`src/trv_pkg.sv`:
```
package trv_pkg;

	// Accepted sensor family codes (ROM byte 0).
	localparam logic [7:0] FAMILY_A = 8'h10;
	localparam logic [7:0] FAMILY_B = 8'h28;

	// Number of ROM bits covered by the CRC (bytes 0 to 6).
	localparam int CRC_BITS = 56;

	// Reset values of the configuration registers.
	localparam logic signed [15:0] MIN_VALID_RESET    = -16'sd550;
	localparam logic signed [15:0] MAX_VALID_RESET    = 16'sd1250;
	localparam logic        [15:0] MAX_DELTA_RESET    = 16'd50;
	localparam logic signed [15:0] INITIAL_HOLD_RESET = 16'sd250;

	typedef enum logic [1:0] {
		REG_MIN_VALID    = 2'd0,
		REG_MAX_VALID    = 2'd1,
		REG_MAX_DELTA    = 2'd2,
		REG_INITIAL_HOLD = 2'd3
	} reg_idx_t;

	typedef enum logic [2:0] {
		ST_ACCEPTED      = 3'd0,
		ST_NOT_FOUND     = 3'd1,
		ST_CRC_FAIL      = 3'd2,
		ST_BAD_FAMILY    = 3'd3,
		ST_OUT_OF_RANGE  = 3'd4,
		ST_TOO_RAPID     = 3'd5
	} status_t;

	// The Dallas CRC-8 with a zero seed is linear in the message bits, so each
	// CRC bit is the parity of a fixed subset of the 56 message bits. This
	// function builds those subsets once, at elaboration.
	function automatic logic [7:0][CRC_BITS-1:0] crc8_masks();
		logic [7:0][CRC_BITS-1:0] masks;
		logic [7:0]               crc;
		logic                     mix;
		masks = '0;
		for (int j = 0; j < CRC_BITS; j++) begin
			crc = 8'h00;
			for (int i = 0; i < CRC_BITS; i++) begin
				mix = crc[0] ^ (i == j);
				crc = crc >> 1;
				if (mix) begin
					crc = crc ^ 8'h8C;
				end
			end
			for (int k = 0; k < 8; k++) begin
				masks[k][j] = crc[k];
			end
		end
		return masks;
	endfunction

	localparam logic [7:0][CRC_BITS-1:0] CRC_MASK = crc8_masks();

endpackage

```
`src/temperature_reading_validator_core.sv`:
```
// Temperature reading validator. Each input transaction is one sensor reading
// attempt (found flag, 64-bit ROM code, raw reading in sixteenths of a degree)
// and produces exactly one output transaction: the held temperature in tenths
// of a degree after that reading, plus a status code. A reading is rejected,
// in this priority, if no sensor was found, if the CRC-8 over ROM bytes 0..6
// does not match ROM byte 7, if the family byte is neither 0x10 nor 0x28, if
// the converted value lies outside [min_valid_tenths, max_valid_tenths], or if
// it differs from the held value by more than max_delta_tenths. Only accepted
// readings replace the held value; the held value starts from the reset value
// of initial_hold_tenths (250), and writing that register later does not reload
// it. The datapath is a three-register pipeline (input register, check
// register, output register), and one transaction can be accepted every
// cycle while the output is not stalled. The held-value compare sits in the
// check stage, so consecutive readings see each other's updates in order.
// Stages with no valid transaction absorb new input even while the output is
// stalled. Configuration is through an APB port with registers at byte
// addresses 0, 4, 8 and 12; pready is always high.
module temperature_reading_validator_core (
	input  logic               clk,
	input  logic               arst_n,

	input  logic               in_valid,
	output logic               in_ready,
	input  logic               sensor_found,
	input  logic [63:0]        rom_code,
	input  logic signed [15:0] raw_reading,

	output logic               out_valid,
	input  logic               out_ready,
	output logic signed [15:0] temperature_tenths,
	output logic [2:0]         status,

	input  logic               psel,
	input  logic               penable,
	input  logic               pwrite,
	input  logic [3:0]         paddr,
	input  logic [31:0]        pwdata,
	output logic [31:0]        prdata,
	output logic               pready
);
	import trv_pkg::*;

	// Configuration registers.
	logic signed [15:0] min_valid_q;
	logic signed [15:0] max_valid_q;
	logic        [15:0] max_delta_q;
	logic signed [15:0] initial_hold_q;

	reg_idx_t reg_idx;
	logic     cfg_write;

	assign pready    = 1'b1;
	assign reg_idx   = reg_idx_t'(paddr[3:2]);
	assign cfg_write = psel & penable & pwrite;

	always_ff @(posedge clk or negedge arst_n) begin
		if (!arst_n) begin
			min_valid_q    <= MIN_VALID_RESET;
			max_valid_q    <= MAX_VALID_RESET;
			max_delta_q    <= MAX_DELTA_RESET;
			initial_hold_q <= INITIAL_HOLD_RESET;
		end else if (cfg_write) begin
			case (reg_idx)
				REG_MIN_VALID:    min_valid_q    <= signed'(pwdata[15:0]);
				REG_MAX_VALID:    max_valid_q    <= signed'(pwdata[15:0]);
				REG_MAX_DELTA:    max_delta_q    <= pwdata[15:0];
				REG_INITIAL_HOLD: initial_hold_q <= signed'(pwdata[15:0]);
				default: ;
			endcase
		end
	end

	always_comb begin
		case (reg_idx)
			REG_MIN_VALID:    prdata = {16'h0000, min_valid_q};
			REG_MAX_VALID:    prdata = {16'h0000, max_valid_q};
			REG_MAX_DELTA:    prdata = {16'h0000, max_delta_q};
			REG_INITIAL_HOLD: prdata = {16'h0000, initial_hold_q};
			default:          prdata = 32'h0000_0000;
		endcase
	end

	// Handshake: each stage can take a new transaction when it is empty or
	// when the stage after it is taking its current one.
	logic valid_s1;
	logic valid_s2;
	logic out_valid_q;
	logic ready_out;
	logic ready_s2;
	logic ready_s1;

	assign ready_out = ~out_valid_q | out_ready;
	assign ready_s2  = ~valid_s2 | ready_out;
	assign ready_s1  = ~valid_s1 | ready_s2;
	assign in_ready  = ready_s1;
	assign out_valid = out_valid_q;

	// Stage 1: input register.
	logic               found_s1;
	logic [63:0]        rom_s1;
	logic signed [15:0] raw_s1;

	always_ff @(posedge clk or negedge arst_n) begin
		if (!arst_n) begin
			valid_s1 <= 1'b0;
		end else if (ready_s1) begin
			valid_s1 <= in_valid;
		end
	end

	always_ff @(posedge clk) begin
		if (ready_s1 && in_valid) begin
			found_s1 <= sensor_found;
			rom_s1   <= rom_code;
			raw_s1   <= raw_reading;
		end
	end

	// Stage 1 logic: bus-level checks and unit conversion.
	logic [7:0]         crc_calc;
	logic [7:0]         family;
	status_t            pre_status;
	logic signed [18:0] raw_x5;
	logic signed [18:0] rounded;
	logic signed [15:0] tenths;

	always_comb begin
		for (int k = 0; k < 8; k++) begin
			crc_calc[k] = ^(rom_s1[CRC_BITS-1:0] & CRC_MASK[k]);
		end
	end

	assign family = rom_s1[7:0];

	always_comb begin
		if (!found_s1) begin
			pre_status = ST_NOT_FOUND;
		end else if (crc_calc != rom_s1[63:56]) begin
			pre_status = ST_CRC_FAIL;
		end else if (family != FAMILY_A && family != FAMILY_B) begin
			pre_status = ST_BAD_FAMILY;
		end else begin
			pre_status = ST_ACCEPTED;
		end
	end

	// raw * 10 / 16 = raw * 5 / 8, rounded half away from zero. For negative
	// values adding 3 before the arithmetic shift gives the same result as
	// negating, rounding up and negating back.
	assign raw_x5  = (19'(raw_s1) <<< 2) + 19'(raw_s1);
	assign rounded = (raw_x5 + (raw_x5[18] ? 19'sd3 : 19'sd4)) >>> 3;
	assign tenths  = rounded[15:0];

	// Stage 2: check register.
	status_t            pre_status_s2;
	logic signed [15:0] tenths_s2;

	always_ff @(posedge clk or negedge arst_n) begin
		if (!arst_n) begin
			valid_s2 <= 1'b0;
		end else if (ready_s2) begin
			valid_s2 <= valid_s1;
		end
	end

	always_ff @(posedge clk) begin
		if (ready_s2 && valid_s1) begin
			pre_status_s2 <= pre_status;
			tenths_s2     <= tenths;
		end
	end

	// Stage 2 logic: range and rate-of-change checks against the held value.
	logic signed [15:0] held_q;
	logic signed [16:0] diff;
	logic        [16:0] abs_diff;
	logic               out_of_range;
	logic               too_rapid;
	status_t            final_status;
	logic               take_s2;

	assign diff         = 17'(tenths_s2) - 17'(held_q);
	assign abs_diff     = diff[16] ? unsigned'(-diff) : unsigned'(diff);
	assign out_of_range = (tenths_s2 < min_valid_q) || (tenths_s2 > max_valid_q);
	assign too_rapid    = abs_diff > {1'b0, max_delta_q};
	assign take_s2      = valid_s2 & ready_out;

	always_comb begin
		if (pre_status_s2 != ST_ACCEPTED) begin
			final_status = pre_status_s2;
		end else if (out_of_range) begin
			final_status = ST_OUT_OF_RANGE;
		end else if (too_rapid) begin
			final_status = ST_TOO_RAPID;
		end else begin
			final_status = ST_ACCEPTED;
		end
	end

	// The held value only moves when an accepted reading leaves stage 2.
	always_ff @(posedge clk or negedge arst_n) begin
		if (!arst_n) begin
			held_q <= INITIAL_HOLD_RESET;
		end else if (take_s2 && final_status == ST_ACCEPTED) begin
			held_q <= tenths_s2;
		end
	end

	// Output register.
	logic signed [15:0] temperature_q;
	status_t            status_q;

	always_ff @(posedge clk or negedge arst_n) begin
		if (!arst_n) begin
			out_valid_q <= 1'b0;
		end else if (ready_out) begin
			out_valid_q <= valid_s2;
		end
	end

	always_ff @(posedge clk) begin
		if (take_s2) begin
			temperature_q <= (final_status == ST_ACCEPTED) ? tenths_s2 : held_q;
			status_q      <= final_status;
		end
	end

	assign temperature_tenths = temperature_q;
	assign status             = status_q;

endmodule
```
`config.mk`:
```
export PLATFORM = sky130hd
export DESIGN_NAME = temperature_reading_validator_core
export DESIGN_NICKNAME = d
export VERILOG_FILES = /design/src/trv_pkg.sv /design/src/temperature_reading_validator_core.sv
export SDC_FILE = /design/constraint.sdc
export NUM_CORES = 1
export LEC_CHECK = 0
export BUFFER_PORTS_ARGS = -buffer_cell sky130_fd_sc_hd__buf_2
export CAP_MARGIN = 20
export CORE_MARGIN = 8
export CORE_UTILIZATION = 53
export DETAILED_ROUTE_END_ITERATION = 8
export GPL_TIMING_DRIVEN = 0
export PLACE_DENSITY = 0.78
export SYNTH_ARGS = -nofsm -noshare
export SYNTH_HDL_FRONTEND = slang
export SYNTH_SLANG_ARGS = --single-unit
```
`constraint.sdc`:
```
create_clock -name clk -period 4.85 [get_ports clk]
set_clock_uncertainty 0.1 [all_clocks]
set_input_delay 0.97 -clock clk [delete_from_list [all_inputs] [get_ports clk]]
set_output_delay 0.97 -clock clk [all_outputs]
set_load 0.01 [all_outputs]
```
# --- Word-level counts from Yosys, hierarchy flattened ---
# Index checks and enable logic that the tools add are counted.
word_totals:
  reg_bits: 202
  latch_bits: 0
  mem_bits_rw: 0
  mem_bits_ro: 0
  input_bits: 124
  output_inout_bits: 54
  elab_cells: 69
  mem_count: 0
op_classes:
  n_addsub: 4
  mul: 0
  div: 0
  n_lt_le_gt_ge: 3
  eq_ne: 6
  shift: 0
  mux: 9
  bitwise: 10
  reduce_logical: 21
ops:
  columns: ["op", "count"]
  rows:
  - ["parity 56 bit", 8]
  - ["case mux 32 bit (4 select lines)", 1]
  - ["adder 18 x 16 -> 19 bit", 1]
  - ["adder 19 x 4 -> 19 bit", 1]
  - ["> comparator 17 x 16 -> 1 bit", 1]
  - ["two-way mux 17 bit", 1]
  - ["negator 17 bit", 1]
  - ["subtractor 16 x 16 -> 17 bit", 1]
  - ["> comparator 16 bit", 1]
  - ["less-than comparator 16 bit", 1]
  - ["two-way mux 16 bit", 1]
  - ["two-way mux 3 bit", 4]
  - ["inequality test 8 x 5 -> 1 bit (second input constant)", 1]
  - ["inequality test 8 x 6 -> 1 bit (second input constant)", 1]
  - ["inequality test 8 bit", 1]
  - ["AND reduction 2 bit", 4]
  - ["equality test 2 bit (second input constant)", 2]
  - ["logical AND 1 bit", 4]
  - ["two-way mux 2 bit", 2]
  - ["NOT 1 bit", 4]
  - ["AND 1 bit", 3]
  - ["logical NOT 3 bit", 1]
  - ["bitwise OR 1 bit", 3]
  - ["nonzero test 3 bit", 1]
  - ["other kinds (4)", 4]

# --- Logic depth before layout (Yosys ltp) ---
depth:
  depth_word: 9
  mapped_depth: 24

# --- Worst setup path before layout ---
# Ideal clock, no wire load.
synth_timing:
  path_type: "reg-to-reg"
  from: "register tenths_s2[0]"
  to: "register held_q[10]"
  arrival_time_ns: 4.830
  required_time_ns: 4.625
  setup_slack_ns: -0.205
  stages_incl_launch_ff: 25
  path_cell_list: "edfxtp_1 -> inv_1 -> ha_1 -> fa_1 -> nand2b_1 -> a21oi_1 -> o21ai_2 -> a21oi_2 -> a31oi_2 -> o22ai_2 -> clkbuf_1 -> nor2_1 -> a21oi_1 -> ha_1 -> nor2b_1 -> o21a_1 -> o211ai_1 -> a31oi_1 -> a2111oi_0 -> o21ai_0 -> nand2_1 -> o31ai_4 -> nor4b_4 -> buf_8 -> mux2_4"
synth_via:
  elab_chain_len: 9
synth_rtl:
  columns: ["item", "line_no", "source"]
  rows:
  - ["start, declared", "temperature_reading_validator_core.sv:156", "logic signed [15:0] tenths_s2;"]
  - ["start signal, assigned", "temperature_reading_validator_core.sv:169", "tenths_s2 <= tenths;"]
  - ["subtractor 16 x 16 -> 17 bit", "temperature_reading_validator_core.sv:182", "assign diff = 17'(tenths_s2) - 17'(held_q);"]
  - ["negator 17 bit", "temperature_reading_validator_core.sv:183", "assign abs_diff = diff[16] ? unsigned'(-diff) : unsigned'(diff);"]
  - ["two-way mux 17 bit", "temperature_reading_validator_core.sv:183", null]
  - ["> comparator 17 x 16 -> 1 bit", "temperature_reading_validator_core.sv:185", "assign too_rapid = abs_diff > {1'b0, max_delta_q};"]
  - ["two-way mux 3 bit", "temperature_reading_validator_core.sv:193", "end else if (too_rapid) begin"]
  - ["two-way mux 3 bit (*)", "temperature_reading_validator_core.sv:191", "end else if (out_of_range) begin"]
  - ["two-way mux 3 bit (*)", "temperature_reading_validator_core.sv:189", "if (pre_status_s2 != ST_ACCEPTED) begin"]
  - ["logical NOT 3 bit (*)", "temperature_reading_validator_core.sv:204", "end else if (take_s2 && final_status == ST_ACCEPTED) begin"]
  - ["logical AND 1 bit (*)", "temperature_reading_validator_core.sv:204", null]
  - ["end signal, assigned", "temperature_reading_validator_core.sv:205", "held_q <= tenths_s2;"]
  - ["end, declared", "temperature_reading_validator_core.sv:174", "logic signed [15:0] held_q;"]
# Mark *: on every way between the ends. The rest lies on a longest branch, timed or not.
# A chain may end at the register's enable or synchronous reset.

# --- Worst setup path in the final report ---
layout_timing:
  from: "register held_q[5]"
  to: "register temperature_q[6], in the netlist temperature_tenths[6], data pin"
layout_via:
  elab_chain_len: 9
layout_rtl:
  columns: ["item", "line_no", "source"]
  rows:
  - ["subtractor 16 x 16 -> 17 bit (*)", "temperature_reading_validator_core.sv:182", null]
  - ["negator 17 bit", "temperature_reading_validator_core.sv:183", null]
  - ["two-way mux 17 bit (*)", "temperature_reading_validator_core.sv:183", null]
  - ["> comparator 17 x 16 -> 1 bit (*)", "temperature_reading_validator_core.sv:185", null]
  - ["two-way mux 3 bit (*)", "temperature_reading_validator_core.sv:193", null]
  - ["two-way mux 3 bit (*)", "temperature_reading_validator_core.sv:191", null]
  - ["two-way mux 3 bit (*)", "temperature_reading_validator_core.sv:189", null]
  - ["logical NOT 3 bit (*)", "temperature_reading_validator_core.sv:223", "temperature_q <= (final_status == ST_ACCEPTED) ? tenths_s2 : held_q;"]
  - ["two-way mux 16 bit (*)", "temperature_reading_validator_core.sv:223", null]
  - ["end signal, assigned", "temperature_reading_validator_core.sv:223", null]
  - ["end, declared", "temperature_reading_validator_core.sv:210", "logic signed [15:0] temperature_q;"]
# Marks and branches as above.

==> out/qor_table.md <==
| Step | Parameter | Reported |
| --- | --- | --- |
| floorplanning | Die width | 167 µm |
| timing | Highest clock frequency the design can meet | 202 MHz |
| clock network | Clock root cell | clkbuf_16 |
| timing | PnR worst setup slack | -110 ps |
| finish | Sequential Area | 5660 µm² |
| critical path | Crit path capture type | register |
| synthesis | Mapped Area | 12100 µm² |
| critical path | Worst Path Max Fanout | 6 |
| route | Final ANT Viol Nets | 0 |
| critical path | Number of buffers and inverters on the critical path | 6 |
| synthesis | Main area contributors after synthesis | edfxtp_1 (29%), dfrtp_1 (11%), xnor2_1 (10%) |
| placed design | DP Worst Slack | -743 ps |
| critical path | Termination of the worst setup path | temperature_tenths[6] |
| global routing | Met3 GRT Util | 3.53% |
| finish | Share of cells above drive strength 1 | 32.3% |
| clock network | TritonCTS clock tree | built |
| synthesis | Post-Synthesis Cells | 1031 |
| placed design | Post-DP HPWL | 20500 µm |
| clock network | Clock Sink Count | 201 |
| power and ir drop | Maximum ir drop on the vdd rail | 0.379 mV |
| critical path | Arrival @ worst endpoint | 5120 ps |
| floorplanning | Placeable Area | 22600 µm² |
| critical path | Worst Reg2Reg Path Length in Cells | 25 |
| outcome | Outcome | finished, violations left |
| floorplanning | Die area | 28000 µm² |
| clock network | Total number of H-tree levels | 1 |
| placed design | Placed cell count | 1473 |
| timing | Final worst-path cycle share | 102% |
| finish | Final cell count without fillers | 1551 |
| placed design | Number of input and output port buffers inserted | 140 |
| critical path | Worst reg2reg path endpoint | temperature_tenths[6] |
| power and ir drop | Combinational share of power | 50.5% |
| critical path | Crit-path leading delay family | compound AO/OA/AOI/OAI gates |
| flow run | Max capacitance violation total | 0 |
| floorplanning | # IOs | 178 |
| synthesis | Yosys reg bits | 201 |
| clock network | CTS buffer count | 22 |
| critical path | Launching instance or port of the critical path | held_q[5] |
| timing | Final count of hold timing violations | 0 |
| finish | Net total in the final layout | 1463 |
| finish | Number of antenna cells inserted | 0 |
| global routing | Antenna violations before repair | 0 |
| route | Via Count | 8383 |
| synthesis | Share of Yosys cell area claimed by the top area cell type | 29.2% |
| global routing | Met2 global-route usage | 34.0% |
| global routing | Global route overflow | 0 |
| clock network | Number of buffers on the longest clock path | 3 |
| clock network | Clock latency on the worst-skew pair | 510 ps |
| global routing | Top Usage Layer GRT | met2 |
| clock network | Clock transition at the register clock pins on the worst setup and hold paths after CTS | 60 ps |
| outcome | Violations in the final reports | negative setup slack |
| power and ir drop | Relative contribution of sequential cells to total power | 29.7% |
| route | DR DRC count | 0 |
| floorplanning | Height of the die | 167 µm |
| route | Starting DRC count in detailed routing | 502 |
| power and ir drop | Power density cells | 559 nW/µm² |
| synthesis | Number of synthesized flops with an enable pin | 118 |
| critical path | Reg-to-reg startpoint | held_q[5] |
| power and ir drop | Total power consumption of the routed design | 8.25 mW |
| synthesis | Largest area contributor in the synthesized netlist | edfxtp_1 |
| critical path | Critical Path Slowest Stage Cell | dfstp_2 |
| placed design | GP Congestion | 0.879 |
| timing | Endpoints failing setup | 32 |
| floorplanning | Starting utilization of the core area | 53.8% |
| synthesis | Post-synthesis average cell area | 11.8 µm² |
| global routing | Global Route Usage Sum | 19.4% |
| critical path | Largest stage delay on the critical path | 540 ps |
| timing | Crit path time final | 4960 ps |
| critical path | R2R Setup Slk | -110 ps |
| finish | Area occupied by multi-input gates | 6320 µm² |
| global routing | Via count of the first global-routing pass | 8815 |
| power and ir drop | Switching fraction of total power | 36.9% |
| timing | Relative slew slack | 33.2% |
| global routing | Pin count of the biggest net entering global routing | 48 |
| finish | Fillcell total | 1665 |
| power and ir drop | Internal power consumption | 5.21 mW |
| power and ir drop | Net switching component of the power | 3.04 mW |
| synthesis | Synth Flop Type | edfxtp_1 |
| timing | Final slew viol count | 0 |
| route | Average wire length per cell after detail routing | 18.3 µm |
| finish | Area growth syn-to-layout | 21.5% |
| route | Wire length reported by the detailed router | 28400 µm |
| min path | Path class of the lowest-slack min-delay path | in -> async |
| global routing | GRT met1 Usage | 23.4% |
| critical path | Worst Setup Path Type | reg -> reg |
| synthesis | Share of synthesized flip-flops with an asynchronous set or reset | 41.3% |
| synthesis | Sequential-to-total area share from yosys stat | 46.6% |
| clock network | Number of hold buffers added after cts | 0 |
| synthesis | Synth warnings | 0 |
| timing | Worst hold margin | 327 ps |
| floorplanning | Standard-cell row count | 55 |
| synthesis | Netlist cell types | 77 |
| timing | Unrepaired setup endpoints after global routing | yes |
| power and ir drop | Lkg Pwr | 6.19 nW |
| route | First-pass iteration count of the detailed router | 6 |
| route | Vias/cell | 5.40 |
| critical path | Worst EP required | 5010 ps |
| critical path | Instance count on the critical path | 25 |
| timing | Slew at the pin closest to its max-slew limit | 1000 ps |
| critical path | Critical path startpoint category | register |
| power and ir drop | Clock network power share | 19.8% |
| global routing | First-pass GRT wire length | 44400 µm |
## flip-flops by register name, summed over array words and instances, names as in the netlist
name,count
initial_hold_q,16
found_s1,1
temperature_tenths,16
valid_s2,1
status,3
max_delta_q,16
max_valid_q,16
rom_s1,64
pre_status_s2,2
min_valid_q,16
valid_s1,1
held_q,16
out_valid,1
raw_s1,16
tenths_s2,16
## cell usage after synthesis (3+ instances only)
master,count
a2111oi_0,3
a211oi_1,7
a21o_1,23
a21oi_1,37
a31oi_1,7
and2_1,3
and3_1,3
and4_1,3
buf_4,18
buf_6,3
clkbuf_1,17
dfrtp_1,51
dfstp_2,32
edfxtp_1,118
ha_1,87
inv_1,83
mux2_1,12
mux2_2,35
mux2_4,18
mux2i_1,7
mux4_2,16
nand2_1,56
nand2b_1,12
nand3_1,11
nand4_1,10
nor2_1,43
nor2b_1,7
nor3_1,16
nor4_1,3
o211ai_1,4
o21a_1,10
o21ai_0,43
o21ai_1,4
o31ai_1,3
or2_2,3
xnor2_1,138
xor2_1,33
## routing by layer
| metal | up-vias | part of all wire [%] |
|---|---|---|
| met5 | - | 0 |
| met1 | 3945 | 41 |
| li1 | 4069 | - |
| met4 | 0 | 4.2 |
| met3 | 90 | 5.3 |
| met2 | 279 | 50 |
## cell families (layout without fill, tap and decap cells)
kind of cell / after synthesis / in the layout / share of synthesized area [%]
flip-flops: 201 / 201 / 46.6
AND/OR/NAND/NOR: 180 / 180 / 7.39
AO/OA/AOI/OAI: 173 / 173 / 9.44
XOR/XNOR: 171 / 171 / 12.3
buffers and inverters: 127 / 347 / 4.76
adder cells (fa/ha/maj): 89 / 89 / 9.29
multiplexers: 88 / 88 / 10.1
other: 2 / 17 / 0.0618
## cell usage in the layout, fill, tap and decap left out, types with 32 or more instances in the layout
cell	instances
buf_2	139
xnor2_1	133
edfxtp_1	118
ha_1	84
inv_1	80
nand2_1	55
dfrtp_1	51
buf_4	48
o21ai_0	42
nor2_1	41
mux2_2	35
a21oi_1	32
xor2_1	32
dfstp_2	32
## worst register-to-register path: stages, from the launching register on
cell,delay (ps)
dfstp_2,540
inv_1,40
ha_1,280
buf_6,130
o21a_1,220
o21ai_2,190
and2b_2,190
a21oi_4,50
a31oi_4,260
o22ai_4,130
buf_8,170
buf_12,130
a21oi_1,200
xnor2_1,150
ha_1,280
o21a_1,120
o21ai_0,140
a31oi_1,80
a2111oi_2,220
o21ai_1,100
nand2_1,110
o31ai_4,130
nor3_4,140
buf_6,150
buf_8,150
mux2_4,310
## repair_timing
action,CTS,global route
gates resized for setup,30,51
pin swaps,16,24
endpoints found under the setup margin,32,34
hold endpoints to repair,0,0
cloned,1,1
buffers inserted,18,18
## how the worst min path moves through the flow
stage	startpoint	to	slack [ps]	depth (start not counted)
floorplan	valid_s1	valid_s2	350	1
global placement	valid_s1	valid_s2	360	1
detailed placement	valid_s1	valid_s2	380	1
CTS	arst_n	max_delta_q[10]	340	1
global route	arst_n	initial_hold_q[10]	370	1
finish	arst_n	max_delta_q[10]	330	1
## area by class of cell
cell class / count / share of cell area, %
repair buffers: 180 / 7.52
clock inverters: 5 / 0.449
well taps: 285 / 2.42
flip-flops and latches: 201 / 38.3
clock buffers: 35 / 4.40
plain buffers: 41 / 1.86
inverters: 86 / 2.21
multi-input cells: 718 / 42.8
## power groups by stage
stage               Clock, mW  Sequential (mW)  Combinational, mW
finish                   1.63             2.45               4.17
global route             1.73             2.48               4.55
CTS                      1.66             2.44               3.70
detailed placement          0             2.47               3.38
global placement            0             2.46               3.27
floorplan                   0             2.40               2.68
## through the flow
| stage | setup TNS (ps) | instance area (µm²) | utilization, % |
|---|---|---|---|
| finish | -2730 | 14800 | 65.4 |
| detailed placement | -19920 | 13300 | 59.0 |
| global placement | -19530 | 13300 | 58.8 |
| floorplan | 0 | 12200 | - |
| global route | -8580 | 14800 | 65.4 |
| CTS | -5260 | 14400 | 63.6 |
(Power assumes the default switching activity.)
